--- config.mk ---
export PLATFORM = sky130hd
export DESIGN_NAME = wav_pcm_stream_decoder
export DESIGN_NICKNAME = d
export VERILOG_FILES = /design/src/hdl/wpd_pkg.sv /design/src/hdl/wav_pcm_stream_decoder.sv /design/src/hdl/wpd_core.sv /design/src/hdl/wpd_result_fifo.sv
export SDC_FILE = /design/constraint.sdc
export NUM_CORES = 2
export LEC_CHECK = 0
export BUFFER_PORTS_ARGS = -buffer_cell sky130_fd_sc_hd__buf_4
export CAP_MARGIN = 20
export CORE_MARGIN = 10
export CORE_UTILIZATION = 31
export DETAILED_ROUTE_END_ITERATION = 16
export HOLD_SLACK_MARGIN = 0.08
export PLACE_DENSITY_LB_ADDON = 0.3
export SYNTH_ARGS = -nofsm -noshare
export SYNTH_HDL_FRONTEND = slang
export SYNTH_SLANG_ARGS = --single-unit
--- constraint.sdc ---
create_clock -name clk -period 15.89 [get_ports clk]
set_clock_uncertainty 0.1 [all_clocks]
set_input_delay 0.7945 -clock clk [delete_from_list [all_inputs] [get_ports clk]]
set_output_delay 0.7945 -clock clk [all_outputs]
set_load 0.02 [all_outputs]
--- src/hdl/wpd_pkg.sv ---
// Shared types, codes and small helpers of the WAV PCM stream decoder.
package wpd_pkg;

  // Input kinds
  localparam logic [1:0] KIND_BYTE  = 2'd0;
  localparam logic [1:0] KIND_EOF   = 2'd1;
  localparam logic [1:0] KIND_NEW   = 2'd2;

  // Result kinds
  localparam logic [1:0] RK_HEADER  = 2'd0;
  localparam logic [1:0] RK_SAMPLE  = 2'd1;
  localparam logic [1:0] RK_ERROR   = 2'd2;
  localparam logic [1:0] RK_DONE    = 2'd3;

  // Status codes, header checks in file order
  localparam logic [3:0] ST_OK            = 4'd0;
  localparam logic [3:0] ST_BAD_RIFF      = 4'd1;
  localparam logic [3:0] ST_BAD_WAVE      = 4'd2;
  localparam logic [3:0] ST_BAD_FMT_TAG   = 4'd3;
  localparam logic [3:0] ST_BAD_FMT_SIZE  = 4'd4;
  localparam logic [3:0] ST_NOT_PCM       = 4'd5;
  localparam logic [3:0] ST_ZERO_CHANNELS = 4'd6;
  localparam logic [3:0] ST_ZERO_RATE     = 4'd7;
  localparam logic [3:0] ST_BAD_BITS      = 4'd8;
  localparam logic [3:0] ST_BAD_DATA_TAG  = 4'd9;
  localparam logic [3:0] ST_ZERO_SIZE     = 4'd10;
  localparam logic [3:0] ST_SIZE_ALIGN    = 4'd11;
  localparam logic [3:0] ST_TRUNCATED     = 4'd12;

  // Result queue depth; input is held off unless two slots are free
  localparam int unsigned FIFO_DEPTH = 4;

  typedef struct packed {
    logic [1:0]         result_kind;
    logic [3:0]         status;
    logic signed [31:0] sample_value;
    logic [15:0]        channels;
    logic [31:0]        sample_rate;
    logic [5:0]         bits_per_sample;
    logic [31:0]        frame_count;
    logic               last_of_run;
  } result_t;

  // Up to two results produced by one input transaction
  typedef struct packed {
    logic [1:0] count;
    result_t    first;
    result_t    second;
  } push_t;

  // Residue of a byte modulo 3 (4 == 1 mod 3, so add base-4 digits)
  function automatic logic [1:0] mod3_byte(input logic [7:0] d);
    logic [3:0] s;
    logic [2:0] t;
    s = {2'b00, d[1:0]} + {2'b00, d[3:2]} + {2'b00, d[5:4]} + {2'b00, d[7:6]};
    t = {1'b0, s[1:0]} + {1'b0, s[3:2]};
    if (t >= 3'd3) t = t - 3'd3;
    if (t >= 3'd3) t = t - 3'd3;
    return t[1:0];
  endfunction

  // Sum of two residues modulo 3
  function automatic logic [1:0] mod3_add(input logic [1:0] a, input logic [1:0] b);
    logic [2:0] t;
    t = {1'b0, a} + {1'b0, b};
    if (t >= 3'd3) t = t - 3'd3;
    return t[1:0];
  endfunction

endpackage

--- src/hdl/wav_pcm_stream_decoder.sv ---
// Top level of the WAV PCM stream decoder: byte channel in, result channel out.
//
//  channel | handshake                   | payload
//  --------+-----------------------------+--------------------------------------
//  byte    | byte_valid / byte_stall     | kind, data_byte
//  result  | result_valid / result_stall | result_kind, status, sample_value,
//          |                             | channels, sample_rate, bits_per_sample,
//          |                             | frame_count, last_of_run
//
// One byte transaction per cycle while byte_stall is low; results are registered.
// The decoder state is registered; a 4-entry result queue holds results.
// The last data byte yields two results, so a stalled result side fills the queue
// and byte_stall rises while fewer than two queue entries are free.
// Synchronous reset clears the decoder state and empties the queue; no clearing pass.
module wav_pcm_stream_decoder (
  input  logic               clk,
  input  logic               rst,
  input  logic               byte_valid,
  output logic               byte_stall,
  input  logic [1:0]         kind,
  input  logic [7:0]         data_byte,
  output logic               result_valid,
  input  logic               result_stall,
  output logic [1:0]         result_kind,
  output logic [3:0]         status,
  output logic signed [31:0] sample_value,
  output logic [15:0]        channels,
  output logic [31:0]        sample_rate,
  output logic [5:0]         bits_per_sample,
  output logic [31:0]        frame_count,
  output logic               last_of_run
);
  import wpd_pkg::*;

  logic    take;
  logic    pop;
  push_t   push;
  result_t head;

  assign take = byte_valid & ~byte_stall;
  assign pop  = result_valid & ~result_stall;

  wpd_core u_core (
    .clk       (clk),
    .rst       (rst),
    .take      (take),
    .kind      (kind),
    .data_byte (data_byte),
    .push      (push)
  );

  wpd_result_fifo u_fifo (
    .clk         (clk),
    .rst         (rst),
    .push        (push),
    .pop         (pop),
    .head        (head),
    .not_empty   (result_valid),
    .nearly_full (byte_stall)
  );

  // Result fields from the queue head
  assign result_kind     = head.result_kind;
  assign status          = head.status;
  assign sample_value    = head.sample_value;
  assign channels        = head.channels;
  assign sample_rate     = head.sample_rate;
  assign bits_per_sample = head.bits_per_sample;
  assign frame_count     = head.frame_count;
  assign last_of_run     = head.last_of_run;

endmodule

--- src/hdl/wpd_core.sv ---
// Header checker, sample assembler and decoder state for one input transaction.
module wpd_core (
  input  logic           clk,
  input  logic           rst,
  input  logic           take,
  input  logic [1:0]     kind,
  input  logic [7:0]     data_byte,
  output wpd_pkg::push_t push
);
  import wpd_pkg::*;

  typedef enum logic [1:0] {
    PH_HEADER = 2'd0,
    PH_DATA   = 2'd1,
    PH_FAILED = 2'd2,
    PH_DONE   = 2'd3
  } phase_t;

  // Byte index at which each header field is complete (IDX_SIZE_FIRST: first size byte)
  localparam logic [5:0] IDX_RIFF       = 6'd3;
  localparam logic [5:0] IDX_WAVE       = 6'd11;
  localparam logic [5:0] IDX_FMT_TAG    = 6'd15;
  localparam logic [5:0] IDX_FMT_SIZE   = 6'd19;
  localparam logic [5:0] IDX_FORMAT     = 6'd21;
  localparam logic [5:0] IDX_CHANNELS   = 6'd23;
  localparam logic [5:0] IDX_RATE       = 6'd27;
  localparam logic [5:0] IDX_BITS       = 6'd35;
  localparam logic [5:0] IDX_DATA_TAG   = 6'd39;
  localparam logic [5:0] IDX_SIZE_FIRST = 6'd40;
  localparam logic [5:0] IDX_DATA_SIZE  = 6'd43;

  localparam logic [31:0] TAG_RIFF = 32'h52494646;
  localparam logic [31:0] TAG_WAVE = 32'h57415645;
  localparam logic [31:0] TAG_FMT  = 32'h666d7420;
  localparam logic [31:0] TAG_DATA = 32'h64617461;

  phase_t      phase, phase_next;
  logic [5:0]  header_index, header_index_next;
  logic [31:0] word_assembly, word_assembly_next;
  logic [1:0]  size_mod3, size_mod3_next;
  logic [15:0] channel_total, channel_total_next;
  logic [31:0] rate_held, rate_held_next;
  logic [5:0]  bits_held, bits_held_next;
  logic [31:0] bytes_remaining, bytes_remaining_next;
  logic [23:0] sample_assembly, sample_assembly_next;
  logic [1:0]  sample_byte_count, sample_byte_count_next;
  logic [15:0] channel_position, channel_position_next;
  logic [31:0] frames_done, frames_done_next;

  logic [31:0] word;
  logic [31:0] word_le;
  logic [15:0] half_le;
  logic [1:0]  mod3_now;
  logic [3:0]  err;
  logic        accepted;
  logic        aligned;
  logic [2:0]  bytes_per;
  logic        complete;
  logic [31:0] q;
  logic [31:0] shifted;
  logic [15:0] cp_inc;
  logic [31:0] rem;
  result_t     r0, r1;
  logic [1:0]  n;

  // Shifted header word and its little-endian views
  assign word    = {word_assembly[23:0], data_byte};
  assign word_le = {word[7:0], word[15:8], word[23:16], word[31:24]};
  assign half_le = {word[7:0], word[15:8]};
  assign mod3_now = mod3_add((header_index == IDX_SIZE_FIRST) ? 2'd0 : size_mod3,
                             mod3_byte(data_byte));

  // Data size divisible by the sample size (low byte of the size is word[31:24])
  always_comb begin
    case (bits_held)
      6'd16:   aligned = ~word[24];
      6'd24:   aligned = (mod3_now == 2'd0);
      6'd32:   aligned = (word[25:24] == 2'b00);
      default: aligned = 1'b1;
    endcase
  end

  // Header field checks
  always_comb begin
    err      = ST_OK;
    accepted = 1'b0;
    channel_total_next   = channel_total;
    rate_held_next       = rate_held;
    bits_held_next       = bits_held;
    bytes_remaining_next = bytes_remaining;
    unique case (header_index)
      IDX_RIFF:     if (word != TAG_RIFF) err = ST_BAD_RIFF;
      IDX_WAVE:     if (word != TAG_WAVE) err = ST_BAD_WAVE;
      IDX_FMT_TAG:  if (word != TAG_FMT) err = ST_BAD_FMT_TAG;
      IDX_FMT_SIZE: if (word_le != 32'd16) err = ST_BAD_FMT_SIZE;
      IDX_FORMAT:   if (half_le != 16'd1) err = ST_NOT_PCM;
      IDX_CHANNELS: begin
        if (half_le == 16'd0) err = ST_ZERO_CHANNELS;
        else channel_total_next = half_le;
      end
      IDX_RATE: begin
        if (word_le == 32'd0) err = ST_ZERO_RATE;
        else rate_held_next = word_le;
      end
      IDX_BITS: begin
        if (half_le != 16'd8 && half_le != 16'd16 && half_le != 16'd24 &&
            half_le != 16'd32) err = ST_BAD_BITS;
        else bits_held_next = half_le[5:0];
      end
      IDX_DATA_TAG: if (word != TAG_DATA) err = ST_BAD_DATA_TAG;
      IDX_DATA_SIZE: begin
        if (word_le == 32'd0) err = ST_ZERO_SIZE;
        else if (!aligned) err = ST_SIZE_ALIGN;
        else begin
          bytes_remaining_next = word_le;
          accepted = 1'b1;
        end
      end
      default: ;
    endcase
  end

  // Sample assembly and Q1.31 normalization
  always_comb begin
    bytes_per = bits_held[5:3];
    if (bytes_per == 3'd0 || bytes_per > 3'd4) bytes_per = 3'd1;
    complete = ({1'b0, sample_byte_count} + 3'd1) >= bytes_per;
    case (bytes_per)
      3'd1:    q = {data_byte ^ 8'h80, 24'd0};
      3'd2:    q = {data_byte, sample_assembly[7:0], 16'd0};
      3'd3:    q = {data_byte, sample_assembly[15:0], 8'd0};
      default: q = {data_byte, sample_assembly};
    endcase
    shifted = {24'd0, data_byte} << {sample_byte_count, 3'b000};
    cp_inc  = channel_position + 16'd1;
    rem     = bytes_remaining - 32'd1;
  end

  // Next state and results of this transaction
  always_comb begin
    phase_next             = phase;
    header_index_next      = header_index;
    word_assembly_next     = word_assembly;
    size_mod3_next         = size_mod3;
    sample_assembly_next   = sample_assembly;
    sample_byte_count_next = sample_byte_count;
    channel_position_next  = channel_position;
    frames_done_next       = frames_done;
    r0 = '0;
    r1 = '0;
    n  = 2'd0;
    if (take) begin
      if (kind == KIND_NEW) begin
        phase_next             = PH_HEADER;
        header_index_next      = '0;
        word_assembly_next     = '0;
        size_mod3_next         = '0;
        sample_assembly_next   = '0;
        sample_byte_count_next = '0;
        channel_position_next  = '0;
        frames_done_next       = '0;
      end else if ((kind == KIND_BYTE || kind == KIND_EOF) &&
                   (phase == PH_HEADER || phase == PH_DATA)) begin
        if (kind == KIND_EOF) begin
          r0.result_kind = RK_ERROR;
          r0.status      = ST_TRUNCATED;
          n = 2'd1;
          phase_next = PH_FAILED;
        end else if (phase == PH_HEADER) begin
          word_assembly_next = word;
          size_mod3_next     = mod3_now;
          if (err != ST_OK) begin
            r0.result_kind = RK_ERROR;
            r0.status      = err;
            n = 2'd1;
            phase_next = PH_FAILED;
          end else begin
            header_index_next = header_index + 6'd1;
            if (accepted) begin
              r0.result_kind     = RK_HEADER;
              r0.channels        = channel_total_next;
              r0.sample_rate     = rate_held_next;
              r0.bits_per_sample = bits_held_next;
              n = 2'd1;
              phase_next = PH_DATA;
            end
          end
        end else begin
          if (complete) begin
            r0.result_kind  = RK_SAMPLE;
            r0.sample_value = q;
            n = 2'd1;
            sample_assembly_next   = '0;
            sample_byte_count_next = '0;
            if (cp_inc >= channel_total) begin
              channel_position_next = '0;
              frames_done_next      = frames_done + 32'd1;
            end else begin
              channel_position_next = cp_inc;
            end
          end else begin
            sample_assembly_next   = sample_assembly | shifted[23:0];
            sample_byte_count_next = sample_byte_count + 2'd1;
          end
          if (rem == 32'd0) begin
            if (complete) begin
              r1.result_kind = RK_DONE;
              r1.frame_count = frames_done_next;
              n = 2'd2;
            end else begin
              r0.result_kind = RK_DONE;
              r0.frame_count = frames_done_next;
              n = 2'd1;
            end
            phase_next = PH_DONE;
          end
        end
      end
    end
    if (n == 2'd1) r0.last_of_run = 1'b1;
    if (n == 2'd2) r1.last_of_run = 1'b1;
  end

  assign push = {n, r0, r1};

  // Decoder state; header fields clear on a new file and load only while the header is parsed
  always_ff @(posedge clk) begin
    if (rst) begin
      phase             <= PH_HEADER;
      header_index      <= '0;
      word_assembly     <= '0;
      size_mod3         <= '0;
      channel_total     <= '0;
      rate_held         <= '0;
      bits_held         <= '0;
      bytes_remaining   <= '0;
      sample_assembly   <= '0;
      sample_byte_count <= '0;
      channel_position  <= '0;
      frames_done       <= '0;
    end else begin
      phase             <= phase_next;
      header_index      <= header_index_next;
      word_assembly     <= word_assembly_next;
      size_mod3         <= size_mod3_next;
      sample_assembly   <= sample_assembly_next;
      sample_byte_count <= sample_byte_count_next;
      channel_position  <= channel_position_next;
      frames_done       <= frames_done_next;
      if (take && kind == KIND_NEW) begin
        channel_total   <= '0;
        rate_held       <= '0;
        bits_held       <= '0;
        bytes_remaining <= '0;
      end else if (take && kind == KIND_BYTE && phase == PH_HEADER && err == ST_OK) begin
        channel_total   <= channel_total_next;
        rate_held       <= rate_held_next;
        bits_held       <= bits_held_next;
        bytes_remaining <= bytes_remaining_next;
      end else if (take && kind == KIND_BYTE && phase == PH_DATA) begin
        bytes_remaining <= rem;
      end
    end
  end

  // Two results only come from the last data byte
  assert property (@(posedge clk) disable iff (rst)
    (push.count == 2'd2) |-> (phase == PH_DATA && push.second.result_kind == RK_DONE))
    else $error("second result without end of data");

  // Samples are only produced once the header is accepted
  assert property (@(posedge clk) disable iff (rst)
    (push.count != 2'd0 && push.first.result_kind == RK_SAMPLE) |-> (phase == PH_DATA))
    else $error("sample outside data phase");

  // Done and failed are absorbing until a new file starts
  assert property (@(posedge clk) disable iff (rst)
    ((phase == PH_DONE || phase == PH_FAILED) && !(take && kind == KIND_NEW))
    |=> $stable(phase))
    else $error("left terminal phase without restart");

endmodule

--- src/hdl/wpd_result_fifo.sv ---
// Small result queue between the decoder and the result channel.
module wpd_result_fifo (
  input  logic             clk,
  input  logic             rst,
  input  wpd_pkg::push_t   push,
  input  logic             pop,
  output wpd_pkg::result_t head,
  output logic             not_empty,
  output logic             nearly_full
);
  import wpd_pkg::*;

  localparam int unsigned PTR_W = $clog2(FIFO_DEPTH);
  localparam int unsigned CNT_W = $clog2(FIFO_DEPTH + 1);

  result_t          entries [FIFO_DEPTH];
  logic [PTR_W-1:0] wr_ptr, rd_ptr;
  logic [CNT_W-1:0] count, count_next;

  assign head        = entries[rd_ptr];
  assign not_empty   = (count != '0);
  assign nearly_full = (count > CNT_W'(FIFO_DEPTH - 2));

  always_comb begin
    count_next = count + CNT_W'(push.count) - CNT_W'(pop);
  end

  // Pointer and fill count
  always_ff @(posedge clk) begin
    if (rst) begin
      wr_ptr <= '0;
      rd_ptr <= '0;
      count  <= '0;
    end else begin
      wr_ptr <= wr_ptr + PTR_W'(push.count);
      if (pop) rd_ptr <= rd_ptr + PTR_W'(1);
      count <= count_next;
    end
  end

  // Entry storage, up to two writes per cycle
  always_ff @(posedge clk) begin
    if (push.count != 2'd0) entries[wr_ptr] <= push.first;
    if (push.count == 2'd2) entries[wr_ptr + PTR_W'(1)] <= push.second;
  end

  assert property (@(posedge clk) disable iff (rst)
    (CNT_W'(push.count) + count) <= CNT_W'(FIFO_DEPTH) || pop)
    else $error("result queue overflow");

  assert property (@(posedge clk) disable iff (rst)
    pop |-> not_empty)
    else $error("pop from empty result queue");

  assert property (@(posedge clk) disable iff (rst)
    (pop && push.count == 2'd0) |=> (count == $past(count) - CNT_W'(1)))
    else $error("fill count did not drop on pop");

endmodule

; Word-level counts from Yosys, hierarchy flattened
; Memory sizes are Yosys's and may differ from the RTL's. A register that Yosys moved wholly into a read port is not among the register bits.
; Cells that the tools add are included.
[classes]
n_eq_ne = 39
shifts = 1
addsub = 19
n_lt_le_gt_ge = 7
mux = 125
bitwise = 7
reduce_logical = 36
[ops]
columns = operator, n
row1 = $mux 32, 25
row2 = $mux 124, 3
row3 = $mux 24, 9
row4 = $mux 54, 3
row5 = $mux 16, 8
row6 = $ne 32x31->1 const B, 4
row7 = $mux 118, 1
row8 = $pmux 32 s3, 1
row9 = $mux 2, 42
row10 = $logic_not 32->1, 2
row11 = $mux 6, 8
row12 = $pmux 4 s10, 1
row13 = $eq 6x5->1 const B, 6
row14 = $add 32x1->32 const B, 1
row15 = $ne 16x5->1 const B, 2
row16 = $ne 32x5->1 const B, 1
row17 = $sub 32x1->32 const B, 1
row18 = $eq 6x6->1 const B, 5
row19 = $mux 4, 6
row20 = $or 24x24->24, 1
row21 = $shl 8x5->24, 1
row22 = $mux 3, 6
row23 = $add 16x1->16 const B, 1
row24 = $ge 16x16->1, 1
row25 = 42 further kinds, 95
[totals]
n_memories = 1
reg_bits = 201
word_cells = 250
mem_bits_rw = 500
out_inout_bits = 127
[mem_list]
columns = name, depth, word_bits, read_ports, rd_clocked_by_memory_dff, wr, line_no
row1 = u_fifo.entries, 4, 125, 1, 1, 2, wpd_result_fifo.sv:16  ; result_t entries [FIFO_DEPTH];

; Logic depth before layout (Yosys ltp)
[depth]
word_depth = 26
ltp_mapped = 33
mapped_depth_nobuf = 31

; Modules after synthesis
; From an unflattened synthesis, not the netlist that was laid out.
[unflattened]
cells_unflattened = 3071
area_unflattened_um2 = 37892.6
[by_module_without_submodules]
columns = mod, cells_per_inst, n_inst, area_per_inst_um2, seq_area_each_um2
row1 = wpd_result_fifo, 1255, 1, 24488.5, 15194.6
row2 = wpd_core, 1814, 1, 13376.6, 3883.7
row3 = wav_pcm_stream_decoder, 2, 1, 27.5, 0.0

; Worst setup path before layout
; OpenSTA, ideal clock, no wires.
[synth_timing]
kind = input port to flip-flop
from = input port data_byte[0]
to = register u_core.bytes_remaining[26]
n_path_buf = 2
arrival_time_ns = 7.457
slack_ns = 8.200
cell_stages = 30
cell_sequence = ha_1 -> fa_1 -> inv_1 -> fa_1 -> inv_1 -> ha_1 -> inv_1 -> fa_1 -> inv_1 -> ha_1 -> inv_1 -> fa_1 -> inv_1 -> ha_1 -> ha_1 -> o41ai_1 -> ha_1 -> fa_1 -> ha_1 -> or4_1 -> o2111ai_1 -> a21oi_1 -> o21ai_0 -> nor4b_2 -> and3_1 -> buf_2 -> clkbuf_1 -> nor2_1 -> o21ai_0 -> a21oi_1
[synth_between]
elab_chain_len = 20
elab_cells_between_ends = 51
classes_between = add/sub (8) / order compare (3) / eq/ne (13) / mux (17) / reduce/logical (10)
[synth_lines]
columns = item, line_no
row1 = from (decl), wav_pcm_stream_decoder.sv:21  ; input logic [7:0] data_byte,
row2 = $add 2x2->3, wpd_pkg.sv:55  ; s = {2'b00, d[1:0]} + {2'b00, d[3:2]} + {2'b00, d[5:4]} + {2'b00, d[7:6]};
row3 = $add 4x2->4 (2 in series), wpd_pkg.sv:55
row4 = $add 2x2->3, wpd_pkg.sv:56  ; t = {1'b0, s[1:0]} + {1'b0, s[3:2]};
row5 = $sub 3x2->3 / $ge 3x2->1 (equally long branches), wpd_pkg.sv:57  ; if (t >= 3'd3) t = t - 3'd3;
row6 = $mux 3, wpd_pkg.sv:57
row7 = $ge 3x2->1 / $sub 2x2->2 (equally long branches), wpd_pkg.sv:58  ; if (t >= 3'd3) t = t - 3'd3;
row8 = $mux 2, wpd_pkg.sv:58
row9 = $add 2x2->3, wpd_pkg.sv:65  ; t = {1'b0, a} + {1'b0, b};
row10 = [3 not listed], n/a
row11 = $pmux 1 s3, wpd_core.sv:75  ; case (bits_held)
row12 = $mux 4, wpd_core.sv:113  ; else if (!aligned) err = ST_SIZE_ALIGN;
row13 = $mux 4, wpd_core.sv:112  ; if (word_le == 32'd0) err = ST_ZERO_SIZE;
row14 = $pmux 4 s10, wpd_core.sv:91  ; unique case (header_index)
row15 = $logic_not 4->1, wpd_core.sv:255  ; end else if (take && kind == KIND_BYTE && phase == PH_HEADER && err == ST_OK) begin
row16 = $logic_and 1x1->1, wpd_core.sv:255
row17 = "$ne 2x1->1 (no line), or another cell as far along", n/a
row18 = $reduce_and 4->1 (no line), n/a
row19 = to (signal assigned), wpd_core.sv:259  ; bytes_remaining <= bytes_remaining_next;
row20 = to (signal assigned), wpd_core.sv:261  ; bytes_remaining <= rem;
row21 = to (decl), wpd_core.sv:44  ; logic [31:0] bytes_remaining, bytes_remaining_next;
; Parallel ways exist; a longest one is shown, timed or not.
; A chain may end at the register's enable or synchronous reset.

; Worst setup path in the final report
[layout_timing]
from = input port data_byte[0]
to = register u_core.channel_total[10]
[layout_between]
elab_chain_len = 18
elab_cells_between_ends = 47
classes_between = add/sub (8) / order compare (3) / eq/ne (10) / mux (18) / reduce/logical (8)
[layout_lines]
columns = item, line_no
row1 = $add 2x2->3, wpd_pkg.sv:55
row2 = $add 4x2->4 (2 in series), wpd_pkg.sv:55
row3 = $add 2x2->3, wpd_pkg.sv:56
row4 = $sub 3x2->3 / $ge 3x2->1 (equally long branches), wpd_pkg.sv:57
row5 = $mux 3, wpd_pkg.sv:57
row6 = $ge 3x2->1 / $sub 2x2->2 (equally long branches), wpd_pkg.sv:58
row7 = $mux 2, wpd_pkg.sv:58
row8 = $add 2x2->3, wpd_pkg.sv:65
row9 = $ge 3x2->1 / $sub 2x2->2 (equally long branches), wpd_pkg.sv:66  ; if (t >= 3'd3) t = t - 3'd3;
row10 = $mux 2, wpd_pkg.sv:66
row11 = $logic_not 2->1, wpd_core.sv:77  ; 6'd24: aligned = (mod3_now == 2'd0);
row12 = $pmux 1 s3, wpd_core.sv:75
row13 = $mux 4, wpd_core.sv:113
row14 = $mux 4, wpd_core.sv:112
row15 = $pmux 4 s10, wpd_core.sv:91
row16 = $logic_not 4->1, wpd_core.sv:255
row17 = $logic_and 1x1->1, wpd_core.sv:255
row18 = to (signal assigned), wpd_core.sv:256  ; channel_total <= channel_total_next;
row19 = to (decl), wpd_core.sv:41  ; logic [15:0] channel_total, channel_total_next;
; Parallel ways exist; a longest one is shown, timed or not.

==> impl_metrics.csv <==
group,metric,value,unit
routing,drt_pass1_iterations,6,
placement,port_buffers,140,
clock_tree,path_clk_slew,0.06,ns
grt,antenna_found_initial,2,
clock_tree,cts-buffers-inserted,79,
flow_run,max-cap-violations,0,
clock_tree,cts_sinks,703,
synthesis,ys_types,80,
die,die_h,354,µm
critical_path,end_kind,"register",
die,die_area,125000,µm²
outcome,status,"completed",
sta,whs,0.348,ns
power,switchingPower,1150,µW
finish,syn_to_final_growth,13.9,%
critical_path,path_class,"input port to register",
clock_tree,h-tree-depth,3,
sta,hold_viol_final,0,
clock_tree,cts.path.max_buffers,3,
synthesis,synth_ff_type,"dfxtp_1",
critical_path,crit_arrival,9.27,ns
sta,rsz0062_at_grt,"false",
sta,clock.fmax,112,MHz
synthesis,synth_area_leaders,"dfxtp_1, edfxtp_1, mux4_2",
critical_path,critPathSlowestCell,"buf_4",
clock_tree,ctsResizeCount,0,
finish,fin_area,39400,µm²
synthesis,syn_inst,3841,
synthesis,async_flop_share,0,%
placement,placed_area,36700,µm²
finish,seqCellArea,15500,µm²
routing,drc,0,
sta,maxSlewViolCount,0,
synthesis,syn_nets,3904,
clock_tree,cts_root_buf,"clkbuf_16",
grt,grt_start_max_net_pins,89,
synthesis,synth-edff-count,140,
finish,multi_input_area,17700,µm²
die,core_region_area,111000,µm²
synthesis,synth.largest_area_cell,"dfxtp_1",
clock_tree,cts_tree,"done",
die,start_util,31.2,%
power,combPwrFrac,13.3,%
power,power.leakage,0.0156,µW
routing,num_vias,28984,
synthesis,synth_seq_cells,703,
finish,nets,3847,
synthesis,synth-seq-area-share,44.8,%
power,switching_share,26.5,%
sta,setup_viol,0,
grt,gr-total-overflow,0,
routing,drtIter0Drc,2509,
clock_tree,postCtsSetupBuffers,0,
power,clock_power_share,43.3,%
placement,place_hpwl,69000,µm
routing,wl,114000,µm
routing,via_per_inst,5.44,
critical_path,critPathMostFrequentCell,"ha_1",
synthesis,yosys.area.top_type_share,32.6,%
placement,gp_congestion,0.884,
sta,worst_slew_pin_slew,1.09,ns
sta,final.period_utilization,56.0,%
power,ir_worst_vdd,0.000101,V
grt,grt_pass1_wl,175000,µm
critical_path,cp-start-kind,"input port",
sta,fin_tns_setup,0,ns
synthesis,synth_area_per_cell,9.00,µm²
die,ios,141,
power,p_seq_share,43.4,%
critical_path,required,16.27,ns
die,rows,122,
finish,drive_gt1_share,12.9,%
power,pwr_density_cell,110,nW/µm²
clock_tree,clk_latency,0.63,ns
synthesis,netlist_area,34600,µm²
critical_path,cp_max_fo,88,
synthesis,synth_warnings,0,
grt,grt_pass1_vias,27558,
grt,track_usage,17.5,%
min_path,min_path_type,"register to register",
finish,nFillCells,11256,
clock_tree,ctsHoldBuffers,0,
sta,finalCriticalPeriod,8.89,ns
sta,relSlewSlack,27.4,%
power,power,4340,µW
routing,postRouteAntennaNets,0,
die,die_w,354,µm
routing,wire_per_inst,21.5,µm
power,power.internal,3190,µW
critical_path,cpPeakStageDelay,0.69,ns
-- state kept, by name, indices dropped and copies added, names as in the netlist, 6 cells and up, named ones only --
| name | count |
|---|---|
| u_core.bits_held | 6 |
| u_core.bytes_remaining | 32 |
| u_core.channel_position | 16 |
| u_core.channel_total | 16 |
| u_core.frames_done | 32 |
| u_core.header_index | 6 |
| u_core.rate_held | 32 |
| u_core.sample_assembly | 24 |
| u_core.word_assembly | 24 |
| u_fifo.entries | 500 |
-- cell usage in the layout, fill, tap and decap left out, types with 10 or more instances in the layout --
cell / instances
nor3_1: 146
a211o_1: 100
a31oi_1: 27
ha_1: 42
a221o_1: 12
xor2_1: 11
or3_1: 42
nand4_1: 31
or4_1: 12
xnor2_1: 20
edfxtp_1: 140
nand2_1: 712
mux2i_1: 142
mux4_2: 125
and3_1: 143
dfxtp_1: 561
a21oi_1: 298
nand2b_1: 10
o22ai_1: 24
a22oi_1: 42
nand3_1: 217
o21ai_0: 79
clkbuf_8: 16
clkbuf_16: 82
inv_1: 54
nor2_1: 291
nor4_1: 20
and2_1: 12
nor2b_1: 17
buf_4: 184
clkbuf_1: 22
-- critical path: cells and delay by family --
family          cells  cell delay [ns]
fa+ha+maj          12             3.91
simple gates        5             2.16
buf+inv             8             1.23
compound gates      5             1.07
-- path summary, 6_finish.rpt --
path         slack [ns]  depth (start not counted)                       from                       end
max                7.00                         30               data_byte[0]  u_core.channel_total[10]
min                0.35                          2      u_fifo.entries[2][36]     u_fifo.entries[2][36]
max reg2reg        8.42                         15  u_core.bytes_remaining[0]     u_fifo.entries[0][19]
min reg2reg        0.35                          2      u_fifo.entries[2][36]     u_fifo.entries[2][36]
-- per-layer routing --
| metal | vias to the layer above | GRT usage, % | wire length, µm |
|---|---|---|---|
| li1 | 13680 | - | - |
| met1 | 14229 | 23.7 | 51300 |
| met2 | 901 | 28.5 | 53400 |
| met3 | 170 | 2.77 | 6830 |
| met4 | 4 | 5.19 | 2970 |
| met5 | - | 0 | 15 |
-- per-stage QoR --
step	worst slack [ns]	instances	utilization, %
after floorplan	8.20	3841	-
after global placement	6.62	5187	33.1
after detailed placement	6.46	5189	33.2
after CTS	7.10	5328	35.5
after global routing	6.47	5330	35.6
final	7.00	5331	35.6
-- final cells by class --
class	instances	area share (%)
Multi-Input combinational cell	2757	45.0
Sequential cell	703	39.3
Clock buffer	120	5.98
Tap cell	1488	4.73
Timing Repair Buffer	189	3.78
Clock inverter	19	0.702
Inverter	54	0.515
Antenna cell	1	0.00635
-- cells in the mapped netlist, types with 59 or more instances --
cell      instances
mux4_2          125
o21ai_0          80
nor3_1          146
and3_1          145
nand2_1         716
dfxtp_1         563
buf_2            59
nand3_1         224
a211o_1         100
a21oi_1         298
nor2_1          297
edfxtp_1        140
clkbuf_1        224
mux2i_1         142
-- cell families after synthesis --
logic type      count (synthesis)  synth area share (%)
simple gates                 1727                  23.0
flops                         703                  44.8
compound gates                675                  12.4
buf+inv                       381                  4.60
mux                           275                  12.5
fa+ha+maj                      49                  1.93
xor+xnor                       31                 0.785
-- power by group through the flow --
stage | registers [µW] | clock network [µW] | logic [µW]
finish | 1880 | 1880 | 578
global route | 1890 | 1980 | 628
CTS | 1890 | 1920 | 588
detailed placement | 1920 | 0 | 586
global placement | 1920 | 0 | 580
floorplan | 1880 | 0 | 426
No activity file was read; power rests on OpenSTA's default activity.
